**src/design/pbb_pkg.sv**
```systemverilog
// ----------------------------------------------------------------------------
// pbb_pkg
// shared constants, command and status types, fixed-point helpers
// ----------------------------------------------------------------------------
package pbb_pkg;

  localparam int FRAC_BITS_DEF = 16;

  // configuration register indexes
  localparam logic [2:0] REG_FORCE_X = 3'd0;
  localparam logic [2:0] REG_FORCE_Y = 3'd1;
  localparam logic [2:0] REG_FORCE_Z = 3'd2;
  localparam logic [2:0] REG_DRAG    = 3'd3;
  localparam logic [2:0] REG_MASS    = 3'd4;
  localparam logic [2:0] REG_TSTEP   = 3'd5;
  localparam logic [2:0] REG_LIMIT   = 3'd6;

  // wall faces
  localparam logic [2:0] FACE_XP = 3'd0;
  localparam logic [2:0] FACE_XN = 3'd1;
  localparam logic [2:0] FACE_YP = 3'd2;
  localparam logic [2:0] FACE_YN = 3'd3;
  localparam logic [2:0] FACE_ZP = 3'd4;
  localparam logic [2:0] FACE_ZN = 3'd5;

  // datapath operations
  localparam logic [4:0] OP_NOP    = 5'd0;
  localparam logic [4:0] OP_LOAD   = 5'd1;
  localparam logic [4:0] OP_START  = 5'd2;
  localparam logic [4:0] OP_VV     = 5'd3;
  localparam logic [4:0] OP_DR     = 5'd4;
  localparam logic [4:0] OP_DIVA   = 5'd5;
  localparam logic [4:0] OP_ACC    = 5'd6;
  localparam logic [4:0] OP_AH     = 5'd7;
  localparam logic [4:0] OP_WNV    = 5'd8;
  localparam logic [4:0] OP_VH     = 5'd9;
  localparam logic [4:0] OP_WNP    = 5'd10;
  localparam logic [4:0] OP_HCHK   = 5'd11;
  localparam logic [4:0] OP_DIVF   = 5'd12;
  localparam logic [4:0] OP_FRAC   = 5'd13;
  localparam logic [4:0] OP_SQ1    = 5'd14;
  localparam logic [4:0] OP_SQ2    = 5'd15;
  localparam logic [4:0] OP_SQS    = 5'd16;
  localparam logic [4:0] OP_LEN    = 5'd17;
  localparam logic [4:0] OP_D10    = 5'd18;
  localparam logic [4:0] OP_KEEP   = 5'd19;
  localparam logic [4:0] OP_MK     = 5'd20;
  localparam logic [4:0] OP_DK     = 5'd21;
  localparam logic [4:0] OP_WT     = 5'd22;
  localparam logic [4:0] OP_REFL   = 5'd23;
  localparam logic [4:0] OP_COMMIT = 5'd24;

  typedef struct packed {
    logic [4:0] op;
    logic [1:0] idx;
  } cmd_t;

  typedef struct packed {
    logic div_done;
    logic sqrt_done;
    logic hit;
    logic fric;
  } stat_t;

  // magnitude of a signed 32-bit value
  function automatic logic [31:0] abs32(input logic [31:0] v);
    abs32 = v[31] ? (~v + 32'd1) : v;
  endfunction

  // saturated magnitude for a signed 32-bit result
  function automatic logic [31:0] sat_mag(input logic [63:0] m, input logic neg);
    if (neg) begin
      sat_mag = (m > 64'h0000_0000_8000_0000) ? 32'h8000_0000 : m[31:0];
    end else begin
      sat_mag = (m > 64'h0000_0000_7FFF_FFFF) ? 32'h7FFF_FFFF : m[31:0];
    end
  endfunction

  // apply a sign to a magnitude
  function automatic logic [31:0] to_signed(input logic [31:0] m, input logic neg);
    to_signed = neg ? (~m + 32'd1) : m;
  endfunction

  // saturating signed 32-bit add
  function automatic logic [31:0] sat_add(input logic [31:0] a, input logic [31:0] b);
    logic [32:0] s;
    s = {a[31], a} + {b[31], b};
    if (s[32] != s[31]) begin
      sat_add = s[32] ? 32'h8000_0000 : 32'h7FFF_FFFF;
    end else begin
      sat_add = s[31:0];
    end
  endfunction

endpackage

```
**src/design/pbb_ctrl.sv**
```systemverilog
// ----------------------------------------------------------------------------
// pbb_ctrl
// step sequencer and channel handshakes
// ----------------------------------------------------------------------------
module pbb_ctrl
  import pbb_pkg::*;
(
  input  logic  clk,
  input  logic  rst_n,
  input  logic  in_valid,
  input  logic  in_mode,
  output logic  in_stall,
  output logic  out_valid,
  input  logic  out_stall,
  input  stat_t stat,
  output cmd_t  cmd
);

  localparam logic [4:0] ST_IDLE   = 5'd0;
  localparam logic [4:0] ST_VV     = 5'd1;
  localparam logic [4:0] ST_DR     = 5'd2;
  localparam logic [4:0] ST_DIVA   = 5'd3;
  localparam logic [4:0] ST_WAITA  = 5'd4;
  localparam logic [4:0] ST_ACC    = 5'd5;
  localparam logic [4:0] ST_AH     = 5'd6;
  localparam logic [4:0] ST_WNV    = 5'd7;
  localparam logic [4:0] ST_VH     = 5'd8;
  localparam logic [4:0] ST_WNP    = 5'd9;
  localparam logic [4:0] ST_HCHK   = 5'd10;
  localparam logic [4:0] ST_DIVF   = 5'd11;
  localparam logic [4:0] ST_WAITF  = 5'd12;
  localparam logic [4:0] ST_FRAC   = 5'd13;
  localparam logic [4:0] ST_SQ1    = 5'd14;
  localparam logic [4:0] ST_SQ2    = 5'd15;
  localparam logic [4:0] ST_SQS    = 5'd16;
  localparam logic [4:0] ST_WAITS  = 5'd17;
  localparam logic [4:0] ST_LEN    = 5'd18;
  localparam logic [4:0] ST_D10    = 5'd19;
  localparam logic [4:0] ST_KEEP   = 5'd21;
  localparam logic [4:0] ST_MK     = 5'd22;
  localparam logic [4:0] ST_DK     = 5'd23;
  localparam logic [4:0] ST_WAITK  = 5'd24;
  localparam logic [4:0] ST_WT     = 5'd25;
  localparam logic [4:0] ST_REFL   = 5'd26;
  localparam logic [4:0] ST_DONE   = 5'd27;

  logic [4:0] state_r, state_nxt;
  logic [1:0] idx_r, idx_nxt;
  logic       hitph_r, hitph_nxt;
  logic       out_valid_r, out_valid_nxt;
  logic [4:0] op;
  logic       slot_free;

  assign slot_free = !out_valid_r || !out_stall;

  // sequencing
  always_comb begin
    state_nxt     = state_r;
    idx_nxt       = idx_r;
    hitph_nxt     = hitph_r;
    out_valid_nxt = out_valid_r && out_stall;
    op            = OP_NOP;
    case (state_r)
      ST_IDLE: begin
        if (in_valid) begin
          if (!in_mode) begin
            op        = OP_LOAD;
            state_nxt = ST_DONE;
          end else begin
            op        = OP_START;
            idx_nxt   = 2'd0;
            hitph_nxt = 1'b0;
            state_nxt = ST_VV;
          end
        end
      end
      ST_VV: begin
        op        = OP_VV;
        state_nxt = ST_DR;
      end
      ST_DR: begin
        op        = OP_DR;
        state_nxt = ST_DIVA;
      end
      ST_DIVA: begin
        op        = OP_DIVA;
        state_nxt = ST_WAITA;
      end
      ST_WAITA: begin
        if (stat.div_done) state_nxt = ST_ACC;
      end
      ST_ACC: begin
        op = OP_ACC;
        if (idx_r == 2'd2) begin
          idx_nxt   = 2'd0;
          state_nxt = ST_AH;
        end else begin
          idx_nxt   = idx_r + 2'd1;
          state_nxt = ST_VV;
        end
      end
      ST_AH: begin
        op        = OP_AH;
        state_nxt = ST_WNV;
      end
      ST_WNV: begin
        op        = OP_WNV;
        state_nxt = ST_VH;
      end
      ST_VH: begin
        op        = OP_VH;
        state_nxt = ST_WNP;
      end
      ST_WNP: begin
        op = OP_WNP;
        if (idx_r == 2'd2) begin
          idx_nxt   = 2'd0;
          state_nxt = hitph_r ? ST_SQ1 : ST_HCHK;
        end else begin
          idx_nxt   = idx_r + 2'd1;
          state_nxt = ST_AH;
        end
      end
      ST_HCHK: begin
        op        = OP_HCHK;
        state_nxt = stat.hit ? ST_DIVF : ST_DONE;
      end
      ST_DIVF: begin
        op        = OP_DIVF;
        state_nxt = ST_WAITF;
      end
      ST_WAITF: begin
        if (stat.div_done) state_nxt = ST_FRAC;
      end
      ST_FRAC: begin
        op        = OP_FRAC;
        hitph_nxt = 1'b1;
        idx_nxt   = 2'd0;
        state_nxt = ST_AH;
      end
      ST_SQ1: begin
        op        = OP_SQ1;
        state_nxt = ST_SQ2;
      end
      ST_SQ2: begin
        op        = OP_SQ2;
        state_nxt = ST_SQS;
      end
      ST_SQS: begin
        op        = OP_SQS;
        state_nxt = ST_WAITS;
      end
      ST_WAITS: begin
        if (stat.sqrt_done) state_nxt = ST_LEN;
      end
      ST_LEN: begin
        op        = OP_LEN;
        state_nxt = stat.fric ? ST_D10 : ST_REFL;
      end
      ST_D10: begin
        op        = OP_D10;
        state_nxt = ST_KEEP;
      end
      ST_KEEP: begin
        op        = OP_KEEP;
        idx_nxt   = 2'd0;
        state_nxt = ST_MK;
      end
      ST_MK: begin
        op        = OP_MK;
        state_nxt = ST_DK;
      end
      ST_DK: begin
        op        = OP_DK;
        state_nxt = ST_WAITK;
      end
      ST_WAITK: begin
        if (stat.div_done) state_nxt = ST_WT;
      end
      ST_WT: begin
        op = OP_WT;
        if (idx_r == 2'd1) begin
          state_nxt = ST_REFL;
        end else begin
          idx_nxt   = 2'd1;
          state_nxt = ST_MK;
        end
      end
      ST_REFL: begin
        op        = OP_REFL;
        state_nxt = ST_DONE;
      end
      ST_DONE: begin
        if (slot_free) begin
          op            = OP_COMMIT;
          out_valid_nxt = 1'b1;
          state_nxt     = ST_IDLE;
        end
      end
      default: begin
        state_nxt = ST_IDLE;
      end
    endcase
  end

  always_ff @(posedge clk) begin
    if (!rst_n) begin
      state_r     <= ST_IDLE;
      idx_r       <= 2'd0;
      hitph_r     <= 1'b0;
      out_valid_r <= 1'b0;
    end else begin
      state_r     <= state_nxt;
      idx_r       <= idx_nxt;
      hitph_r     <= hitph_nxt;
      out_valid_r <= out_valid_nxt;
    end
  end

  assign cmd.op    = op;
  assign cmd.idx   = idx_r;
  assign in_stall  = (state_r != ST_IDLE);
  assign out_valid = out_valid_r;

endmodule

```
**config.mk**
```make
export PLATFORM = sky130hd
export DESIGN_NAME = pbb_ctrl
export DESIGN_NICKNAME = d
export VERILOG_FILES = /design/src/design/pbb_pkg.sv /design/src/design/pbb_ctrl.sv
export SDC_FILE = /design/constraint.sdc
export NUM_CORES = 1
export LEC_CHECK = 0
export ABC_AREA = 1
export ABC_CLOCK_PERIOD_IN_PS = 1800
export BUFFER_PORTS_ARGS = -buffer_cell sky130_fd_sc_hd__buf_2
export CAP_MARGIN = 25
export CORE_MARGIN = 8
export CORE_UTILIZATION = 44
export CTS_CLUSTER_SIZE = 16
export DETAILED_ROUTE_END_ITERATION = 8
export MAX_ROUTING_LAYER = met4
export PLACE_DENSITY_LB_ADDON = 0.2
export SLEW_MARGIN = 10
export SYNTH_ARGS = -nofsm -noshare
export SYNTH_HDL_FRONTEND = slang
export SYNTH_SLANG_ARGS = --single-unit
```
**constraint.sdc**
```tcl
create_clock -name clk -period 1.8 [get_ports clk]
set_input_delay 0.09 -clock clk [delete_from_list [all_inputs] [get_ports clk]]
set_output_delay 0.09 -clock clk [all_outputs]
set_load 0.005 [all_outputs]
```
==> results.toml <==
[outcome]
status = "complete, no violations"

[floorplan]
row_count = 17
coreArea_mm2 = 0.00223
die-area_mm2 = 0.00420
initial_utilization_pct = 47.0
die_w_um = 64.8
ios = 18
die_h_um = 64.8

[pwr]
ir_drop_v = 0.000996
cellPowerDensity_mw_per_mm2 = 1640
leakage_nw = 0.770
finalPower_w = 0.00221

[critical_path]
critPathSlowestCell = "dfxtp_4"
cp_num_buf_inv = 3
worstPathArrival_ns = 1.71
required_ns = 1.71
r2r_cells = 10
critPathTopFamily = "simple AND/OR/NAND/NOR gates"
rrSetupSlack_ns = 0.23
path_max_fanout = 7
cp_num_cells = 8
crit_path_start_kind = "register"
path_cells = "inv_1, nand2_2, inv_1, nand2_1, o21ai_0, nor3_1, o2111ai_1, buf_2"
critPathMostFrequentCell = "inv_1"
endpoint_kind = "primary output"
slowest_delay_ns = 0.38
crit_type = "register to primary output"

[clocking]
clock_path_buffers = 2
clkLatencyLatePin_ns = 0.25
h-tree-depth = 1
cts_sinks = 9
numCtsBuffers = 3
cts_tree = "yes"
cts-root-buf = "clkbuf_4"
path_clk_slew_ns = 0.06

[global_route]
overflow = 0
grt_pass1_vias = 1331
grt_use_met1_pct = 19.2
grt_pass1_wl_um = 5820
grt_util_met2_pct = 29.7
grt_max_degree = 9
antenna_found_initial = 0
grt_most_used_layer = "met2"
grtUsageMet3_pct = 0.859
grt_usage_pct = 17.2

[placed_design]
gp_congestion = 1.05
io_buffers = 17
placed_cells = 244
dpl.hpwl_um = 2910

[detailed_routing]
first_pass_iters = 5
ant_nets = 0
via_per_inst = 5.58
totalWireLength_um = 3680
route.detailed.drc = 0
wire_per_inst_um = 14.5
num_vias = 1413
drtIter0Drc = 93

[finish]
drive_gt1_share_pct = 29.3
layout.nets = 235
final_cell_mix = "nor2_1, nand2_1, inv_1"
antenna_cells = 0
fin_util_pct = 60.3
regArea_um2 = 195
multiInputGateArea_um2 = 796
area_growth_pct = 28.2
fillerInstances = 242
layout.cells.non_filler = 253
mostFrequentLayoutCell = "nor2_1"

[synth]
synthesis.area_mm2 = 0.00105
synth_cells = 195
yosysWarnings = 0
ys_ff_latch = 9
ys_seq_area_share_pct = 17.2
yosysUniqueCellTypes = 24
synthesis.nets = 204
synth.avg_cell_area_um2 = 5.38

[sta]
tns_ns = 0
setup_viol = 0
whs_ns = 0.0853
slew_violations = 0
tightest_slew_ns = 0.359
slew_headroom_pct = 75.8
finClkSkew_ns = 0.00338
fin_crit_sh_pct = 100
post-route-min-period_ns = 1.80
hold_viol_final = 0
timing.fmax_mhz = 556

[hold_path]
min_path_type = "input port to register"
hold_depth = 3

[flow_run]
maxCapViolations = 0
## synth_stat cells (all sizes together)
library cell  count  area share [%]
nor2             47              19
nand2            45              18
inv              28              10
nand3            20              10
a21oi            13             6.2
o21ai            12             6.1
dfxtp             9              17
nand4             5             3.0
buf               4             3.0
o22ai             3             1.8
a22oi             2             1.4
nor3              2            0.95
o2111ai           2             1.7
nor4              1            0.60
o311ai            1            0.83
or3               1            0.60
## timing repair
item | CTS | global route
pin swaps | 0 | 2
hold buffers | 0 | 0
resized for setup | 10 | 15
endpoints found under the setup margin | 4 | 3
setup buffers | 0 | 5
## path summary, 6_finish.rpt
path              start    endpoint
max reg2reg  state_r[4]  state_r[0]
min               rst_n    idx_r[0]
min reg2reg     hitph_r     hitph_r
max          state_r[2]      cmd[4]
## per-layer routing
layer,up-vias,part of all wire [%]
met2,53,49
li1,704,-
met1,637,42
met3,19,4.9
met5,-,0
met4,0,3.8
## stage by stage
stage          area, um2  worst slack [ns]
6_report            1350          0.000423
3_3_place_gp        1200            0.0423
5_1_grt             1350            -0.130
4_1_cts             1250           0.00330
2_1_floorplan       1050             0.442
3_5_place_dp        1200            0.0740
## flip-flops by register name, indices dropped and copies added, names as in the netlist
name,cells
state_r,5
idx_r,2
hitph_r,1
out_valid,1
## layout make-up
cell class                      count  area share, %
Multi-Input combinational cell    154           59.1
Sequential cell                     9           14.5
Timing Repair Buffer               30           13.8
Inverter                           28           7.99
Tap cell                           28           2.60
Clock buffer                        4           1.95
## cell families after synthesis
group,share of synthesized area [%]
compound gates,18.0
buf+inv,13.0
flops,17.2
simple gates,51.8
## worst min-delay path, cell delays in order
cell     delay, ns
buf_2         0.11
nand2_1       0.06
nor2_1        0.03
## where the power goes
part | switching, W | leakage (nW) | internal (W)
combinational | 0.00103 | 0.679 | 0.000635
clock | 0.0000604 | 0.0150 | 0.0000848
sequential | 0.000114 | 0.0764 | 0.000292
total | 0.00120 | 0.770 | 0.00101
(Power assumes the default switching activity.)
